--- src/rtl/hfa_pkg.sv ---
// hfa_pkg: operation codes, field constants and helpers for the half-float ALU.
// Depends on nothing; used by half_float_alu_core and hfa_checker.
package hfa_pkg;

   typedef enum logic [2:0] {
      OP_ADD = 3'd0,
      OP_SUB = 3'd1,
      OP_MUL = 3'd2,
      OP_DIV = 3'd3,
      OP_CMP = 3'd4
   } op_type;

   localparam int QUO_W = 16;   // dividend lifted by 5
   localparam logic [15:0] SIGN_MASK = 16'h8000;

   // Leading-one position of a 16-bit word, 0 when zero.
   function automatic logic [3:0] lead_one(input logic [15:0] v);
      logic [3:0] p;
      p = 4'd0;
      for (int i = 0; i < 16; i++) begin
         if (v[i]) p = 4'(i);
      end
      return p;
   endfunction

   // Significand with hidden bit; zero magnitude gives zero.
   function automatic logic [10:0] unpack_sig(input logic [15:0] h);
      return {(h[14:0] != 15'd0), h[9:0]};
   endfunction

endpackage

--- src/rtl/half_float_alu_core.sv ---
// half_float_alu_core: pipelined truncating half-precision add/sub/mul/div/compare.
// Depends on hfa_pkg.
//
//  channel | ports                                   | direction
//  req     | req_valid req_stall req_op req_operand_* | in (stall out)
//  rsp     | rsp_valid rsp_stall rsp_result_bits ...  | out (stall in)
//
// A word accepted at one edge passes through one unpack stage, sixteen
// restoring divide stages (one quotient bit each), one align/sum stage,
// and the output register that normalizes and packs.
// One word enters per cycle while rsp is not stalled; the whole pipe advances when the output
// register is empty or being taken, so a stall freezes every stage.
// Synchronous active-high reset clears only the valid bits.
module half_float_alu_core (
   input  logic                 clock,
   input  logic                 reset,
   input  logic                 req_valid,
   output logic                 req_stall,
   input  logic [2:0]           req_op,
   input  logic [15:0]          req_operand_a,
   input  logic [15:0]          req_operand_b,
   output logic                 rsp_valid,
   input  logic                 rsp_stall,
   output logic [15:0]          rsp_result_bits,
   output logic signed [11:0]   rsp_compare_value,
   output logic                 rsp_divide_by_zero
);
   import hfa_pkg::*;

   localparam int NDIV = QUO_W;

   typedef struct packed {
      logic [2:0]  op;
      logic [15:0] a;
      logic [15:0] b;
      logic        sa;
      logic        sb;
      logic signed [6:0] ea;  // unbiased
      logic signed [6:0] eb;
      logic [10:0] ma;
      logic [10:0] mb;
      logic [15:0] rem;       // divide partial remainder
      logic [15:0] quo;       // divide quotient bits
      logic [7:0]  dvs;       // divisor (mb >> 3)
   } item_type;

   // advance whole pipe whenever the output slot frees
   logic adv;
   assign adv = !rsp_valid || !rsp_stall;
   assign req_stall = !adv;

   // ---- stage 0: unpack
   item_type s0_ff;
   logic     v0_ff;
   always_ff @(posedge clock) begin
      if (reset) v0_ff <= 1'b0;
      else if (adv) v0_ff <= req_valid;
      if (adv) begin
         s0_ff.op  <= req_op;
         s0_ff.a   <= req_operand_a;
         s0_ff.b   <= req_operand_b;
         s0_ff.sa  <= req_operand_a[15];
         s0_ff.sb  <= req_operand_b[15] ^ (req_op == OP_SUB);
         s0_ff.ea  <= 7'(signed'({2'b0, req_operand_a[14:10]})) - 7'sd15;
         s0_ff.eb  <= 7'(signed'({2'b0, req_operand_b[14:10]})) - 7'sd15;
         s0_ff.ma  <= unpack_sig(req_operand_a);
         s0_ff.mb  <= unpack_sig(req_operand_b);
         s0_ff.rem <= 16'd0;
         s0_ff.quo <= 16'd0;
         s0_ff.dvs <= {(req_operand_b[14:0] != 15'd0), req_operand_b[9:3]};
      end
   end

   // ---- divide stages: one restoring step each, dividend = ma << 5
   item_type dv_ff [NDIV];
   logic     dvv_ff [NDIV];
   for (genvar k = 0; k < NDIV; k++) begin : g_div
      item_type src, nxt;
      logic     srcv;
      logic [16:0] trial;
      logic [15:0] dividend;
      if (k == 0) begin : g_f
         assign src = s0_ff; assign srcv = v0_ff;
      end else begin : g_n
         assign src = dv_ff[k-1]; assign srcv = dvv_ff[k-1];
      end
      always_comb begin
         dividend = {src.ma, 5'd0};
         nxt = src;
         trial = {src.rem, dividend[NDIV-1-k]};
         if (trial >= {9'd0, src.dvs}) begin
            nxt.rem = 16'(trial - {9'd0, src.dvs});
            nxt.quo[NDIV-1-k] = 1'b1;
         end else begin
            nxt.rem = trial[15:0];
         end
      end
      always_ff @(posedge clock) begin
         if (reset) dvv_ff[k] <= 1'b0;
         else if (adv) dvv_ff[k] <= srcv;
         if (adv) dv_ff[k] <= nxt;
      end
   end

   item_type dlast;
   logic     dlastv;
   assign dlast  = dv_ff[NDIV-1];
   assign dlastv = dvv_ff[NDIV-1];

   // ---- stage A: align/sum, product, quotient pick, divide-by-zero flag, raw exponent, compare
   logic [15:0] raw_in, raw_ff;
   logic signed [7:0] exp_in, exp_ff;
   logic        rs_in, rs_ff;
   logic signed [11:0] cmp_in, cmp_ff;
   logic        dz_in, dz_ff;
   logic [2:0]  opa_ff;
   logic        va_ff;
   logic signed [7:0] d;
   logic [10:0] am, bm;
   logic signed [12:0] sum;
   logic signed [11:0] dir_v;
   always_comb begin
      raw_in = 16'd0; exp_in = 8'sd0; rs_in = 1'b0; cmp_in = 12'sd0; dz_in = 1'b0;
      am = dlast.ma; bm = dlast.mb; sum = 13'sd0; dir_v = 12'sd0;
      d = 8'(dlast.ea) - 8'(dlast.eb);
      case (dlast.op)
         OP_ADD, OP_SUB: begin
            if (d > 0) begin
               bm = (d >= 8'sd16) ? 11'd0 : (dlast.mb >> d[3:0]);
               exp_in = 8'(dlast.ea);
            end else begin
               am = (d <= -8'sd16) ? 11'd0 : (dlast.ma >> 4'(-d));
               exp_in = 8'(dlast.eb);
            end
            sum = (dlast.sa ? -13'(signed'({2'b0, am})) : 13'(signed'({2'b0, am})))
                + (dlast.sb ? -13'(signed'({2'b0, bm})) : 13'(signed'({2'b0, bm})));
            rs_in  = sum < 0;
            raw_in = rs_in ? 16'(-sum) : 16'(sum);
         end
         OP_MUL: begin
            raw_in = 16'(dlast.ma[10:3] * dlast.mb[10:3]);
            exp_in = 8'(dlast.ea) + 8'(dlast.eb) - 8'sd4;
            rs_in  = dlast.sa ^ dlast.sb;
         end
         OP_DIV: begin
            if (dlast.dvs == 8'd0) dz_in = 1'b1;
            else begin
               raw_in = dlast.quo;
               exp_in = 8'(dlast.ea) - 8'(dlast.eb) + 8'sd2;
               rs_in  = dlast.sa ^ dlast.sb;
            end
         end
         OP_CMP: begin
            dir_v = dlast.sa ? -12'sd1 : 12'sd1;
            if (dlast.a == dlast.b) cmp_in = 12'sd0;
            else if (dlast.sa != dlast.sb) cmp_in = dlast.sb ? 12'sd1 : -12'sd1;
            else if (d != 0) cmp_in = dlast.sa ? -12'(d) : 12'(d);
            else cmp_in = (12'(signed'({1'b0, dlast.ma})) - 12'(signed'({1'b0, dlast.mb})))
                        * dir_v;
         end
         default: ;
      endcase
   end
   always_ff @(posedge clock) begin
      if (reset) va_ff <= 1'b0;
      else if (adv) va_ff <= dlastv;
      if (adv) begin
         raw_ff <= raw_in; exp_ff <= exp_in; rs_ff <= rs_in;
         cmp_ff <= cmp_in; dz_ff <= dz_in; opa_ff <= dlast.op;
      end
   end

   // ---- stage B: normalize to bit 10 and pack
   logic [3:0]  lz;
   logic [15:0] norm;
   logic [7:0]  ebias;
   logic [15:0] pack_in;
   logic        arith;
   always_comb begin
      lz    = lead_one(raw_ff);
      norm  = raw_ff << (4'd15 - lz);
      ebias = 8'(exp_ff) + 8'(lz) - 8'd10 + 8'd15;
      arith = (opa_ff == OP_ADD) || (opa_ff == OP_SUB) || (opa_ff == OP_MUL)
           || (opa_ff == OP_DIV);
      if (!arith || dz_ff) pack_in = 16'd0;
      else if (raw_ff == 16'd0) pack_in = {rs_ff && opa_ff != OP_ADD && opa_ff != OP_SUB, 15'd0};
      else pack_in = {rs_ff, ebias[4:0], norm[14:5]};
   end
   always_ff @(posedge clock) begin
      if (reset) rsp_valid <= 1'b0;
      else if (adv) rsp_valid <= va_ff;
      if (adv) begin
         rsp_result_bits    <= pack_in;
         rsp_compare_value  <= (opa_ff == OP_CMP) ? cmp_ff : 12'sd0;
         rsp_divide_by_zero <= dz_ff && (opa_ff == OP_DIV);
      end
   end

endmodule

--- config.mk ---
export PLATFORM = sky130hd
export DESIGN_NAME = half_float_alu_core
export DESIGN_NICKNAME = d
export VERILOG_FILES = /design/src/rtl/hfa_pkg.sv /design/src/rtl/half_float_alu_core.sv
export SDC_FILE = /design/constraint.sdc
export NUM_CORES = 2
export LEC_CHECK = 0
export BUFFER_PORTS_ARGS = -buffer_cell sky130_fd_sc_hd__buf_2
export CAP_MARGIN = 0
export CORE_MARGIN = 2
export CORE_UTILIZATION = 41
export DETAILED_ROUTE_END_ITERATION = 6
export SKIP_LAST_GASP = 1
export SLEW_MARGIN = 40
export SYNTH_ARGS = -nofsm -noshare
export SYNTH_HDL_FRONTEND = slang
export SYNTH_SLANG_ARGS = --single-unit
--- constraint.sdc ---
create_clock -name clock -period 133.9 [get_ports clock]
set_input_delay 26.78 -clock clock [delete_from_list [all_inputs] [get_ports clock]]
set_output_delay 26.78 -clock clock [all_outputs]
set_load 0.01 [all_outputs]
# After elaboration in Yosys (flattened, before gate mapping)
# Memories as Yosys holds them, arrays and structs flattened. A register that Yosys moved wholly into a read port is not among the register bits.
# Cells that the tools add are included.
[op_classes]
add_sub_neg = 33
multipliers = 2
order_cmp = 20
n_eq_ne = 12
shifts = 3
mux = 92
n_bitwise = 19
n_reduce_logical = 23
[ops]
columns = ["op", "n"]
rows = [
  ["$mux W16", 19],
  ["$ge A17 B8 Y1", 15],
  ["$sub A16 B8 Y16", 15],
  ["$mux W11", 6],
  ["$mux W12", 5],
  ["$mux W4", 14],
  ["$pmux W16 S3", 1],
  ["$mux W1", 41],
  ["$reduce_bool A32 Y1", 1],
  ["$reduce_bool A15 Y1", 2],
  ["$mux W13", 2],
  ["$neg A11 Y13", 2],
  ["$shr A11 B4 Y11", 2],
  ["$eq A16 B16 Y1", 1],
  ["$logic_not A16 Y1", 1],
  ["$mul A8 B8 Y16", 1],
  ["$neg A13 Y16", 1],
  ["$or A1 B1 Y1", 16],
  ["$shl A16 B4 Y15", 1],
  ["$pmux W5 S3", 1],
  ["$add A13 B13 Y13", 1],
  ["$lt A13 B1 Y1 const B", 1],
  ["$eq A3 B2 Y1 const B", 4],
  ["$mul A12 B12 Y12", 1],
  ["31 further kinds", 50],
]
[word_totals]
register_bits = 150
ram_bits = 1824
inputBits = 39
word_cells = 228
n_memories = 2
[memory_table]
columns = ["name", "words", "width", "read_ports", "rd_ports_with_merged_regs", "wr", "line_no", "rtl"]
rows = [
  ["dv_ff", 16, 113, 16, 0, 16, "half_float_alu_core.sv:75", "item_type dv_ff [NDIV];"],
  ["dvv_ff", 16, 1, 16, 1, 16, "half_float_alu_core.sv:76", "logic dvv_ff [NDIV];"],
]

# Longest topological paths before layout
[logic_depth]
word_depth = 19
mapped_depth = 34
depth_no_buf = 31

# Least setup slack after synthesis
# No wires, ideal clock.
[synth_timing]
path_type = "input port to output port"
start = "in rsp_stall"
end = "out req_stall"
t_arrival_ps = 57968
t_required_ps = 107120
path_slack_ps = 49152
path_stages = 2
path_cell_list = "nand2_1 > inv_1"
[synth_between]
elab_chain_cells = 3
[synth_lines]
columns = ["item", "line_no", "rtl"]
rows = [
  ["from (decl)", "half_float_alu_core.sv:23", "input logic rsp_stall,"],
  ["$logic_not A1 Y1", "half_float_alu_core.sv:49", "assign adv = !rsp_valid || !rsp_stall;"],
  ["$logic_or A1 B1 Y1", "half_float_alu_core.sv:49", ""],
  ["$logic_not A1 Y1", "half_float_alu_core.sv:50", "assign req_stall = !adv;"],
  ["to (decl)", "half_float_alu_core.sv:18", "output logic req_stall,"],
]
# Every way passes these cells.

# Worst setup path after layout
# Ends and elaborated chain as after synthesis.

==> flow_summary.yaml <==
timing:
  hold_slack_ps: 393.5
  fmax_ghz: 0.01836
  setup_tns_ps: 0
  fin_crit_ps: 54460
  setup_viol: 0
  drv_slew: 0
  fin_crit_sh_pct: 40.67
  finalHoldViolCount: 0
  clock-skew-final_ps: 58.52
  max-slew-margin-rel_pct: 43.99
  worst_slew_pin_slew_ps: 828.5
  grt_setup_unrepaired: "false"
floorplan:
  start_util_pct: 41.18
  rows: 137
  core-area_sq_mm: 0.1392
  die_h_um: 377.9
  die_x_um: 377.9
  boundaryPins: 70
  dieArea_sq_mm: 0.1428
placed_design:
  dp_hpwl_um: 66430
  placed_area_sq_mm: 0.06015
  portBuffers: 69
  gp_congestion: 0.8750
clock_tree:
  clock_latency_ps: 770
  clk_pin_slew_worst_paths_ps: 60
  cts_buffers: 138
  cts_tree: "done"
  cts_sinks: 1305
  cts-resized-gates: 0
  cts_setup_buffers: 0
  cts-hold-fix-buffers: 0
  root_buffer: "clkbuf_16"
  htree_num_levels: 4
  clock_path_buffers: 3
worst_hold_path:
  hp-start: "dv_ff[0][750]$_DFFE_PN_"
  worst_hold_path_type: "reg -> reg"
logic_synthesis:
  syn_nets: 4331
  synth_area_per_cell_sq_um: 14.52
  synth_top_cell_by_area: "edfxtp_1"
  synthArstFlopShare_pct: 0
  synthTopCellsByArea: "edfxtp_1, ha_1, fa_1"
  synth_area_sq_mm: 0.05731
  yosysUniqueCellTypes: 88
  synth_edf_count: 1302
  yosysTopAreaCellShare_pct: 68.22
  synth.ff_latch_count: 1305
  synth_flop_cell: "edfxtp_1"
  postSynthCellCount: 3948
  synth_warnings: 0
  seq_area_frac_synth_pct: 68.32
worst_setup_path:
  path_max_fanout: 74
  critPathArrivalTime_ps: 27680
  r2r_start: "dv_ff[1][860]$_DFFE_PN_"
  required_ps: 107120
  setup.worst_path.end_class: "output pin"
  crit_start: "rsp_stall"
  critPathKind: "in -> out"
  critPathLaunchType: "input pin"
routing:
  dr.pass1.iters: 7
  route.detailed.drc: 3
  antenna_left: 0
  drtIter0Drc: 1966
  via_per_inst: 4.872
  wl_per_cell_um: 15.68
  wl_um: 95540
  vias: 29691
cells_and_area:
  layout.nets: 4491
  mostFrequentLayoutCell: "edfxtp_1"
  ff_latch_area_sq_mm: 0.03916
  n_fill_cell: 12229
  design_area_sq_mm: 0.06492
  multi_input_area_sq_mm: 0.01650
  final_util_pct: 46.64
  num_antenna_cells: 0
  areaGrowthSynthToFinish_pct: 13.27
  layout_common_cells: "edfxtp_1, inv_1, ha_1"
  drive_gt1_share_pct: 8.890
status:
  failed_checks: "design-rule violations"
  status: "finished with violations"
pwr:
  power_uw: 1234
  vdd_ir_drop_max_uv: 14.22
  p_per_area_mw_per_mm2: 19.00
  leakagePower_uw: 0.02612
global_route:
  grt_max_degree: 112
  grt-ovfl-total: 0
  grt_pass1_wl_um: 154200
  grt_pass1_vias: 29465
  grtUsageTotal_pct: 13.62
  antenna_found_initial: 0
job:
  drv_cap: 0
## report_power, final
group	switching (uW)	leakage [uW]	total [uW]	internal, uW
clock network	160	0.00225	390	229
logic	175	0.00986	313	138
registers	25.6	0.0140	531	506
## synth_stat cells, types with 49 or more instances
| master | number |
|---|---|
| nor3_1 | 53 |
| nand3_1 | 56 |
| mux2i_1 | 60 |
| xnor2_1 | 149 |
| a21o_1 | 49 |
| xor2_1 | 98 |
| a21oi_1 | 149 |
| edfxtp_1 | 1302 |
| nand2_1 | 216 |
| nor2_1 | 226 |
| nand2b_1 | 49 |
| o21ai_0 | 152 |
| inv_1 | 383 |
| clkbuf_1 | 70 |
| and2_1 | 106 |
| fa_1 | 90 |
| ha_1 | 254 |
## path summary, 6_finish.rpt
| check | to | slack, ps | depth (start not counted) |
|---|---|---|---|
| worst max-delay path | req_stall | 79440 | 4 |
| worst min-delay path | dv_ff[0][863]$_DFFE_PN_ | 390 | 0 |
| worst max register to register | raw_ff[12]$_SDFFCE_PN0N_ | 125240 | 30 |
| worst min register to register | dv_ff[0][863]$_DFFE_PN_ | 390 | 0 |
## registers in the layout, summed over array words and instances (netlist names)
register,cells
dz_ff,1
g_div.srcv,1
opa_ff,3
cmp_ff,12
va_ff,1
rsp_result_bits,16
g_div.dividend,1
dv_ff,1169
exp_ff,5
dvv_ff,16
raw_ff,16
rsp_valid,1
rs_ff,1
g_div.nxt,49
rsp_compare_value,12
rsp_divide_by_zero,1
## critical path, stage by stage
cell	delay (ps)
buf_2	130
nand2_8	390
inv_1	190
buf_2	190
## logic make-up after synthesis
kind of cell	count (synthesis)	share of synthesized area, %
AND/OR/NAND/NOR	928	8.121
multiplexers	74	1.323
AO/OA/AOI/OAI	573	6.434
buffers and inverters	469	3.102
adder cells (fa/ha/maj)	347	8.741
XOR/XNOR	252	3.956
flip-flops	1305	68.32
## per-stage QoR
stage,setup WS (ps),instances
floorplan,49150,3948
global placement,79120,5838
detailed placement,79400,5844
CTS,79390,6094
global route,79320,6094
finish,79440,6094
## per-layer routing
| layer | global-route usage (%) | wire (um) |
|---|---|---|
| met2 | 23.98 | 48810 |
| met3 | 2.727 | 3873 |
| met4 | 5.360 | 3077 |
| met1 | 16.35 | 39770 |
| met5 | 0 | 0 |
## layout make-up
type | count | share of cell area [%]
Inverter | 387 | 2.238
Multi-Input combinational cell | 2174 | 25.41
Clock buffer | 164 | 5.503
Sequential cell | 1305 | 60.32
Timing Repair Buffer | 102 | 1.110
Tap cell | 1876 | 3.616
Clock inverter | 86 | 1.800
(Power assumes the default switching activity.)
